`src/hdl/capdu_pkg.sv`:
```
// Shared types and constants for the command APDU serializer.
`default_nettype none
package capdu_pkg;

  localparam int IN_DATA_W   = 80;
  localparam int OUT_DATA_W  = 32;
  localparam int CAP_W       = 17;
  localparam int LEN_W       = 16;
  localparam int MAX_BYTES   = 7;
  localparam int CNT_W       = 3;
  localparam int QUEUE_DEPTH = 4;

  localparam logic [CAP_W-1:0] CAP_RESET    = 17'd65544;
  localparam logic [CAP_W-1:0] SHORT_LE_MAX = 17'd256;
  localparam logic [CAP_W-1:0] EXT_LE_MAX   = 17'd65536;
  localparam logic [LEN_W-1:0] SHORT_LC_MAX = 16'h00FF;
  localparam logic [7:0]       ZERO_BYTE    = 8'h00;

  localparam logic CMD_HEADER = 1'b0;
  localparam logic CMD_BODY   = 1'b1;

  localparam logic [1:0] STATUS_OK      = 2'd0;
  localparam logic [1:0] STATUS_BAD_LE  = 2'd1;
  localparam logic [1:0] STATUS_NO_ROOM = 2'd2;

  // One queue entry: a run of 1..7 bytes to emit back to back.
  typedef struct packed {
    logic [MAX_BYTES-1:0][7:0] bytes;
    logic [CNT_W-1:0]          count;
    logic                      last;
    logic [1:0]                status;
    logic [CAP_W-1:0]          frame_len;
  } desc_t;

endpackage
`default_nettype wire

```
`src/hdl/capdu_front.sv`:
```
// Front end: accepts header and body items, tracks the frame, queues byte runs.
`default_nettype none
module capdu_front (
  input  logic                                 clk,
  input  logic                                 rst,
  input  logic                                 cfg_valid,
  output logic                                 cfg_ready,
  input  logic [capdu_pkg::CAP_W-1:0]          cfg_data,
  input  logic                                 s_tvalid,
  output logic                                 s_tready,
  input  logic [capdu_pkg::IN_DATA_W-1:0]      s_tdata,
  input  logic [0:0]                           s_tuser,
  output logic                                 push,
  output capdu_pkg::desc_t                     push_desc,
  input  logic                                 full
);
  import capdu_pkg::*;

  logic [CAP_W-1:0] out_capacity;
  logic [LEN_W-1:0] body_left, body_left_next;
  logic [LEN_W-1:0] held_le, held_le_next;
  logic             held_want, held_want_next;
  logic             long_form, long_form_next;
  logic             dropping, dropping_next;
  logic [CAP_W-1:0] frame_total, frame_total_next;

  logic [7:0]       cla, ins, p1, p2, body_byte;
  logic [LEN_W-1:0] lc, body_dec;
  logic             want, has_body, ext, le_bad, no_room, take;
  logic [CAP_W-1:0] le, needed, extra;

  assign cla       = s_tdata[7:0];
  assign ins       = s_tdata[15:8];
  assign p1        = s_tdata[23:16];
  assign p2        = s_tdata[31:24];
  assign lc        = s_tdata[47:32];
  assign want      = s_tdata[48];
  assign le        = s_tdata[65:49];
  assign body_byte = s_tdata[73:66];

  assign cfg_ready = 1'b1;
  assign s_tready  = !full;
  assign take      = s_tvalid && s_tready;

  assign has_body = (lc != '0);
  assign le_bad   = want && ((le == '0) || (le > EXT_LE_MAX));
  assign ext      = (lc > SHORT_LC_MAX) || (want && (le > SHORT_LE_MAX));
  assign body_dec = body_left - LEN_W'(1);

  always_comb begin
    case ({ext, has_body})
      2'b11:   extra = want ? 17'd9 : 17'd7;
      2'b10:   extra = want ? 17'd7 : 17'd4;
      2'b01:   extra = want ? 17'd6 : 17'd5;
      default: extra = want ? 17'd5 : 17'd4;
    endcase
  end

  assign needed  = (has_body ? {1'b0, lc} : '0) + extra;
  assign no_room = needed > out_capacity;

  always_comb begin
    body_left_next   = body_left;
    held_le_next     = held_le;
    held_want_next   = held_want;
    long_form_next   = long_form;
    dropping_next    = dropping;
    frame_total_next = frame_total;
    push             = 1'b0;
    push_desc        = '0;

    if (take && (s_tuser[0] == CMD_HEADER)) begin
      // A header always starts over; an open frame is abandoned.
      push             = 1'b1;
      body_left_next   = lc;
      held_le_next     = '0;
      held_want_next   = 1'b0;
      long_form_next   = 1'b0;
      dropping_next    = 1'b0;
      frame_total_next = '0;
      if (le_bad || no_room) begin
        dropping_next       = has_body;
        push_desc.bytes[0]  = ZERO_BYTE;
        push_desc.count     = CNT_W'(1);
        push_desc.last      = 1'b1;
        push_desc.status    = le_bad ? STATUS_BAD_LE : STATUS_NO_ROOM;
      end else begin
        held_want_next      = want;
        held_le_next        = want ? le[LEN_W-1:0] : '0;
        long_form_next      = ext;
        frame_total_next    = needed;
        push_desc.status    = STATUS_OK;
        push_desc.frame_len = needed;
        push_desc.bytes[0]  = cla;
        push_desc.bytes[1]  = ins;
        push_desc.bytes[2]  = p1;
        push_desc.bytes[3]  = p2;
        // Le of 256 (short) or 65536 (extended) encodes as zero: low bits do it.
        if (ext) begin
          push_desc.bytes[4] = ZERO_BYTE;
          if (has_body) begin
            push_desc.bytes[5] = lc[15:8];
            push_desc.bytes[6] = lc[7:0];
            push_desc.count    = CNT_W'(7);
            push_desc.last     = 1'b0;
          end else if (want) begin
            push_desc.bytes[5] = le[15:8];
            push_desc.bytes[6] = le[7:0];
            push_desc.count    = CNT_W'(7);
            push_desc.last     = 1'b1;
          end else begin
            push_desc.count    = CNT_W'(5);
            push_desc.last     = 1'b1;
          end
        end else if (has_body) begin
          push_desc.bytes[4] = lc[7:0];
          push_desc.count    = CNT_W'(5);
          push_desc.last     = 1'b0;
        end else if (want) begin
          push_desc.bytes[4] = le[7:0];
          push_desc.count    = CNT_W'(5);
          push_desc.last     = 1'b1;
        end else begin
          push_desc.count    = CNT_W'(4);
          push_desc.last     = 1'b1;
        end
      end
    end else if (take) begin
      if (body_left == '0) begin
        dropping_next = 1'b0;
      end else begin
        body_left_next = body_dec;
        if (dropping) begin
          if (body_dec == '0) begin
            dropping_next = 1'b0;
          end
        end else begin
          push                = 1'b1;
          push_desc.status    = STATUS_OK;
          push_desc.frame_len = frame_total;
          push_desc.bytes[0]  = body_byte;
          push_desc.count     = CNT_W'(1);
          push_desc.last      = (body_dec == '0);
          if ((body_dec == '0) && held_want) begin
            if (long_form) begin
              push_desc.bytes[1] = held_le[15:8];
              push_desc.bytes[2] = held_le[7:0];
              push_desc.count    = CNT_W'(3);
            end else begin
              push_desc.bytes[1] = held_le[7:0];
              push_desc.count    = CNT_W'(2);
            end
          end
        end
      end
    end
  end

  always_ff @(posedge clk) begin
    if (rst) begin
      out_capacity <= CAP_RESET;
      body_left    <= '0;
      held_le      <= '0;
      held_want    <= 1'b0;
      long_form    <= 1'b0;
      dropping     <= 1'b0;
      frame_total  <= '0;
    end else begin
      if (cfg_valid && cfg_ready) begin
        out_capacity <= cfg_data;
      end
      body_left   <= body_left_next;
      held_le     <= held_le_next;
      held_want   <= held_want_next;
      long_form   <= long_form_next;
      dropping    <= dropping_next;
      frame_total <= frame_total_next;
    end
  end

endmodule
`default_nettype wire

```
`src/hdl/capdu_queue.sv`:
```
// Small register queue of byte runs between front end and serializer.
`default_nettype none
module capdu_queue #(
  parameter int DEPTH = capdu_pkg::QUEUE_DEPTH
) (
  input  logic             clk,
  input  logic             rst,
  input  logic             push,
  input  capdu_pkg::desc_t push_desc,
  output logic             full,
  input  logic             pop,
  output capdu_pkg::desc_t pop_desc,
  output logic             empty
);
  import capdu_pkg::*;

  localparam int PTR_W = (DEPTH > 1) ? $clog2(DEPTH) : 1;
  localparam int CNT_QW = $clog2(DEPTH + 1);
  localparam logic [PTR_W-1:0] LAST_PTR = PTR_W'(DEPTH - 1);
  localparam logic [CNT_QW-1:0] FULL_CNT = CNT_QW'(DEPTH);

  desc_t             entries [DEPTH];
  logic [PTR_W-1:0]  wr_ptr, rd_ptr;
  logic [CNT_QW-1:0] used;
  logic              do_push, do_pop;

  assign full     = (used == FULL_CNT);
  assign empty    = (used == '0);
  assign do_push  = push && !full;
  assign do_pop   = pop && !empty;
  assign pop_desc = entries[rd_ptr];

  always_ff @(posedge clk) begin
    if (do_push) begin
      entries[wr_ptr] <= push_desc;
    end
  end

  always_ff @(posedge clk) begin
    if (rst) begin
      wr_ptr <= '0;
      rd_ptr <= '0;
      used   <= '0;
    end else begin
      if (do_push) begin
        wr_ptr <= (wr_ptr == LAST_PTR) ? '0 : wr_ptr + PTR_W'(1);
      end
      if (do_pop) begin
        rd_ptr <= (rd_ptr == LAST_PTR) ? '0 : rd_ptr + PTR_W'(1);
      end
      case ({do_push, do_pop})
        2'b10:   used <= used + CNT_QW'(1);
        2'b01:   used <= used - CNT_QW'(1);
        default: used <= used;
      endcase
    end
  end

endmodule
`default_nettype wire

```
`src/hdl/capdu_back.sv`:
```
// Back end: walks each queued byte run and drives the registered output stream.
`default_nettype none
module capdu_back (
  input  logic                              clk,
  input  logic                              rst,
  input  capdu_pkg::desc_t                  head,
  input  logic                              empty,
  output logic                              pop,
  output logic                              m_tvalid,
  input  logic                              m_tready,
  output logic [capdu_pkg::OUT_DATA_W-1:0]  m_tdata,
  output logic [1:0]                        m_tuser,
  output logic                              m_tlast
);
  import capdu_pkg::*;

  logic [CNT_W-1:0] idx;
  logic             load, run_end;

  assign load    = !empty && (!m_tvalid || m_tready);
  assign run_end = (idx == head.count - CNT_W'(1));
  assign pop     = load && run_end;

  always_ff @(posedge clk) begin
    if (rst) begin
      idx      <= '0;
      m_tvalid <= 1'b0;
    end else begin
      if (load) begin
        m_tvalid <= 1'b1;
        idx      <= run_end ? '0 : idx + CNT_W'(1);
      end else if (m_tready) begin
        m_tvalid <= 1'b0;
      end
    end
  end

  // Payload register, no reset.
  always_ff @(posedge clk) begin
    if (load) begin
      m_tdata[7:0]            <= head.bytes[idx];
      m_tdata[24:8]           <= (run_end && head.last) ? head.frame_len : '0;
      m_tdata[OUT_DATA_W-1:25] <= '0;
      m_tuser                 <= head.status;
      m_tlast                 <= run_end && head.last;
    end
  end

endmodule
`default_nettype wire

```
`src/hdl/command_apdu_serializer.sv`:
```
// Top level of the command APDU serializer: front end, run queue and byte serializer.
`default_nettype none
// Turns smart card command items into the byte stream of a command APDU in the
// short or extended form. A header item (s_tuser 0) yields CLA, INS, P1, P2 and
// the length bytes: 4, 5 or 7 output bytes. Body items (s_tuser 1) then pass one
// byte each; the last body byte is followed by the Le bytes (one in the short
// form, two in the extended form). An invalid Le or a frame larger than the
// capacity register gives a single error transaction (tlast set, status in
// tuser) and the frame's body items are swallowed. Rate: the serializer emits
// one byte per cycle while the reader is ready. Bytes per item: one per plain body
// byte, 2 or 3 for the final body byte with Le, 4 to 7 for a header, one for
// an error; a swallowed or stray body byte yields no output byte. The run
// queue between the front end and the serializer lets input keep flowing
// while a header's bytes drain, and the output register lets the next item be
// taken while a finished byte waits. The capacity register (reset 65544) may
// be written only while the block is idle; its channel is always ready.
module command_apdu_serializer #(
  parameter int QUEUE_DEPTH = capdu_pkg::QUEUE_DEPTH
) (
  input  logic                                 clk,
  input  logic                                 rst,
  // capacity register write channel: out_capacity[16:0]
  input  logic                                 cfg_valid,
  output logic                                 cfg_ready,
  input  logic [capdu_pkg::CAP_W-1:0]          cfg_data,
  // input items
  input  logic                                 s_tvalid,
  output logic                                 s_tready,
  // [7:0] class_byte, [15:8] instruction_byte, [23:16] param_one,
  // [31:24] param_two, [47:32] body_length, [48] want_response,
  // [65:49] expected_length, [73:66] body_byte, [79:74] zero
  input  logic [capdu_pkg::IN_DATA_W-1:0]      s_tdata,
  // [0] command (0 header, 1 body byte)
  input  logic [0:0]                           s_tuser,
  // output bytes
  output logic                                 m_tvalid,
  input  logic                                 m_tready,
  // [7:0] out_byte, [24:8] frame_length, [31:25] zero
  output logic [capdu_pkg::OUT_DATA_W-1:0]     m_tdata,
  // [1:0] status (0 ok, 1 invalid input, 2 buffer too small)
  output logic [1:0]                           m_tuser,
  // frame_end
  output logic                                 m_tlast
);
  import capdu_pkg::*;

  desc_t push_desc, head;
  logic  push, full, pop, empty;

  // Front end owns the frame state and the capacity check.
  capdu_front u_front (
    .clk       (clk),
    .rst       (rst),
    .cfg_valid (cfg_valid),
    .cfg_ready (cfg_ready),
    .cfg_data  (cfg_data),
    .s_tvalid  (s_tvalid),
    .s_tready  (s_tready),
    .s_tdata   (s_tdata),
    .s_tuser   (s_tuser),
    .push      (push),
    .push_desc (push_desc),
    .full      (full)
  );

  // Runs of up to seven bytes wait here.
  capdu_queue #(
    .DEPTH (QUEUE_DEPTH)
  ) u_queue (
    .clk       (clk),
    .rst       (rst),
    .push      (push),
    .push_desc (push_desc),
    .full      (full),
    .pop       (pop),
    .pop_desc  (head),
    .empty     (empty)
  );

  // One byte per cycle onto the output stream while the reader is ready.
  capdu_back u_back (
    .clk      (clk),
    .rst      (rst),
    .head     (head),
    .empty    (empty),
    .pop      (pop),
    .m_tvalid (m_tvalid),
    .m_tready (m_tready),
    .m_tdata  (m_tdata),
    .m_tuser  (m_tuser),
    .m_tlast  (m_tlast)
  );

endmodule
`default_nettype wire

```
`config.mk`:
```
export PLATFORM = sky130hd
export DESIGN_NAME = command_apdu_serializer
export DESIGN_NICKNAME = d
export VERILOG_FILES = /design/src/hdl/capdu_pkg.sv /design/src/hdl/capdu_front.sv /design/src/hdl/capdu_queue.sv /design/src/hdl/capdu_back.sv /design/src/hdl/command_apdu_serializer.sv
export SDC_FILE = /design/constraint.sdc
export NUM_CORES = 1
export LEC_CHECK = 0
export BUFFER_PORTS_ARGS = -buffer_cell sky130_fd_sc_hd__buf_2
export CAP_MARGIN = 20
export CORE_MARGIN = 2
export CORE_UTILIZATION = 55
export CTS_CLUSTER_SIZE = 40
export DETAILED_ROUTE_END_ITERATION = 6
export GPL_TIMING_DRIVEN = 0
export PLACE_DENSITY = 0.76
export SYNTH_ARGS = -nofsm -noshare
export SYNTH_HDL_FRONTEND = slang
export SYNTH_SLANG_ARGS = --single-unit
```
`constraint.sdc`:
```
create_clock -name clk -period 6.4 [get_ports clk]
set_input_delay 0.64 -clock clk [delete_from_list [all_inputs] [get_ports clk]]
set_output_delay 0.64 -clock clk [all_outputs]
set_load 0.02 [all_outputs]
```
==> flow_metrics.tcl <==
set metrics [dict create \
    vias_per_cell 6.210 \
    start_util_pct 56.20 \
    cap_viol_max_count 0 \
    crit_required_ns 6.75 \
    synth_ff_type "edfxtp_1" \
    mostFrequentLayoutCells "edfxtp_1, buf_2, mux4_2" \
    drt-initial-drc-count 1188 \
    synth_area_mm2 0.01838 \
    grt_pass1_vias 11476 \
    die_w_um 186.8 \
    preCtsSetupSlack_ns -0.7861 \
    place_congestion 0.9109 \
    final_common_cell "edfxtp_1" \
    die_h_um 186.8 \
    slew_headroom_pct 33.20 \
    synth_enable_flop_cells 344 \
    cp_max_fo 10 \
    diodes 0 \
    dieArea_mm2 0.03489 \
    clock_sinks 426 \
    multi_input_area_mm2 0.005897 \
    drt-pass1-iter-count 5 \
    critical_path_class "input port to register" \
    status "completed" \
    worstPathArrival_ns 6.43 \
    ys_seq_elements 426 \
    routed_wl_um 45550 \
    wl_per_cell_um 24.48 \
    syn_to_final_growth_pct 15.67 \
    ys_types 69 \
    hold_path_depth 3 \
    numCtsBuffers 43 \
    grt_max_degree 58 \
    grtUsageTotal_pct 26.05 \
    peakVddDrop_uv 214.7 \
    rsz0062_at_grt "true" \
    nFillCells 2369 \
    drc 0 \
    hold_viol 0 \
    fin_crit_sh_pct 95.04 \
    yosysWarnings 0 \
    clk-insertion-delay-late_ns 0.54 \
    drv_slew 0 \
    cts_max_level 2 \
    dp_hpwl_um 30620 \
    setup_viol 0 \
    seq_area_mm2 0.01197 \
    setup_slack_ns 0.3177 \
    cts_root_buffer "clkbuf_16" \
    port_buffers 122 \
    final_antenna_net_count 0 \
    row_count 66 \
    gr-total-overflow 0 \
    power_leakage_nw 7.593 \
    syn_area_per_cell_um2 15.24 \
    max_freq_mhz 164.4 \
    final_nets 1524 \
    postCtsHoldBufs 0 \
    finalClockSkew_ns 0.01021 \
    min_period_ns 6.082 \
    rr_worst_depth 17 \
    power_per_cell_area_mw_per_mm2 354.8 \
    clk_pin_slew_ns 0.06 \
    cts_tree "built" \
    grt_pass1_wl_um 68420 \
    startpoint_type "input port" \
    clockBufferDepth 3 \
    antenna_found_initial 1 \
    crit_path_end_kind "register" \
    core_mm2 0.03270 \
    async_flop_share_pct 0 \
    fin_tns_setup_ns 0 \
    ys_seq_area_share_pct 65.14 \
    layout-drive-gt1-share_pct 24.74 \
    boundaryPins 141 \
    worstMarginPinSlew_ns 1.002 \
    hp-class "input port to register" \
    vias 11557 \
    synth_cells 1206 \
]
-- repair_timing --
action	4_1_cts	5_1_grt
setup buffers	0	0
pin swaps	0	1
cloned	0	0
endpoints found under the setup margin	46	295
resized for setup	2	21
endpoints found under the hold margin	0	0
-- layout make-up --
cell class / count / area share (%)
Sequential cell: 426 / 56.32
Multi-Input combinational cell: 648 / 27.74
Clock buffer: 59 / 5.874
Timing Repair Buffer: 127 / 3.520
Tap cell: 442 / 2.602
Buffer: 80 / 1.742
Clock inverter: 21 / 1.183
Inverter: 58 / 1.024
-- worst max-delay path: stages --
cell and delay (ns):
buf_2 0.14, nor4_1 0.40, nand2_1 0.10, a211o_1 0.36
a21o_1 0.26, inv_1 0.11, ha_1 0.22, o31ai_1 0.11
ha_1 0.24, fa_1 0.41, a21o_1 0.21, a21oi_2 0.24
nor2b_1 0.14, nand2_1 0.10, xor2_1 0.31, inv_1 0.08
ha_1 0.30, nand4_1 0.12, nor3_1 0.27, nand3_1 0.15
a22oi_2 0.42, nand2_1 0.12, inv_1 0.17, clkbuf_2 0.43
a22o_1 0.35
-- synthesized netlist by cell type (18+ instances only) --
library cell / n / share of area, %
dfxtp_1: 82 / 8.9
edfxtp_1: 344 / 56
mux4_2: 87 / 11
xor2_1: 18 / 0.86
o21ai_0: 41 / 1.1
inv_1: 58 / 1.2
clkbuf_1: 50 / 1.0
a21oi_1: 42 / 1.1
ha_1: 35 / 2.4
mux2i_1: 37 / 2.0
nor2b_1: 22 / 0.75
a22o_1: 28 / 1.3
nor2_1: 72 / 1.5
nand2_1: 51 / 1.0
-- report_power, final --
group	switching [mW]	internal (mW)
combinational	0.901	0.586
sequential	0.0965	3.34
clock	1.04	1.58
total	2.04	5.51
-- through the flow --
| step | util, % | instance area, um2 | std cells | total power, mW | hold WS, ns |
|---|---|---|---|---|---|
| floorplan | - | 18400 | 1212 | 4.453 | 0.4249 |
| global placement | 59.83 | 19560 | 1776 | 4.914 | 0.4326 |
| detailed placement | 60.31 | 19720 | 1781 | 4.969 | 0.4389 |
| CTS | 64.92 | 21230 | 1861 | 7.564 | 0.3133 |
| global route | 65.01 | 21260 | 1861 | 7.799 | 0.3198 |
| finish | 65.01 | 21260 | 1861 | 7.542 | 0.3172 |
-- path summary, 6_finish.rpt --
check,start,endpoint,slack (ns)
setup / recovery,s_tdata[55],u_queue.entries[1][23],0.32
hold / removal,cfg_data[16],u_front.out_capacity[16],0.32
setup reg to reg,register,u_queue.used[2],1.09
hold reg to reg,u_front.frame_total[10],u_front.frame_total[10],0.45
-- cell families after synthesis --
family	share of synthesized area (%)
flops	65.14
simple gates	6.938
compound gates	7.646
buf+inv	3.166
mux	13.23
fa+ha+maj	2.601
xor+xnor	1.239
other cells	0.04086
-- state kept, by name, summed over array words and instances, names as in the netlist, 3 cells and up, named ones only --
name,count
u_front.body_left,16
u_front.held_le,16
u_front.frame_total,17
u_front.out_capacity,17
u_back.m_tdata,25
u_queue.used,3
u_queue.entries,316
u_back.idx,3
-- routing by layer --
metal  vias to the layer above  wire (um)  part of all wire (%)  track usage, %
li1                       5043          -                     -               -
met1                      5734      18480                    41           36.54
met2                       675      20910                    46           40.21
met3                       103       4705                    10           6.545
met4                         2       1452                   3.2           8.791
met5                         -         13                 0.029               0
Note: power is estimated with default switching activity, not from simulation.
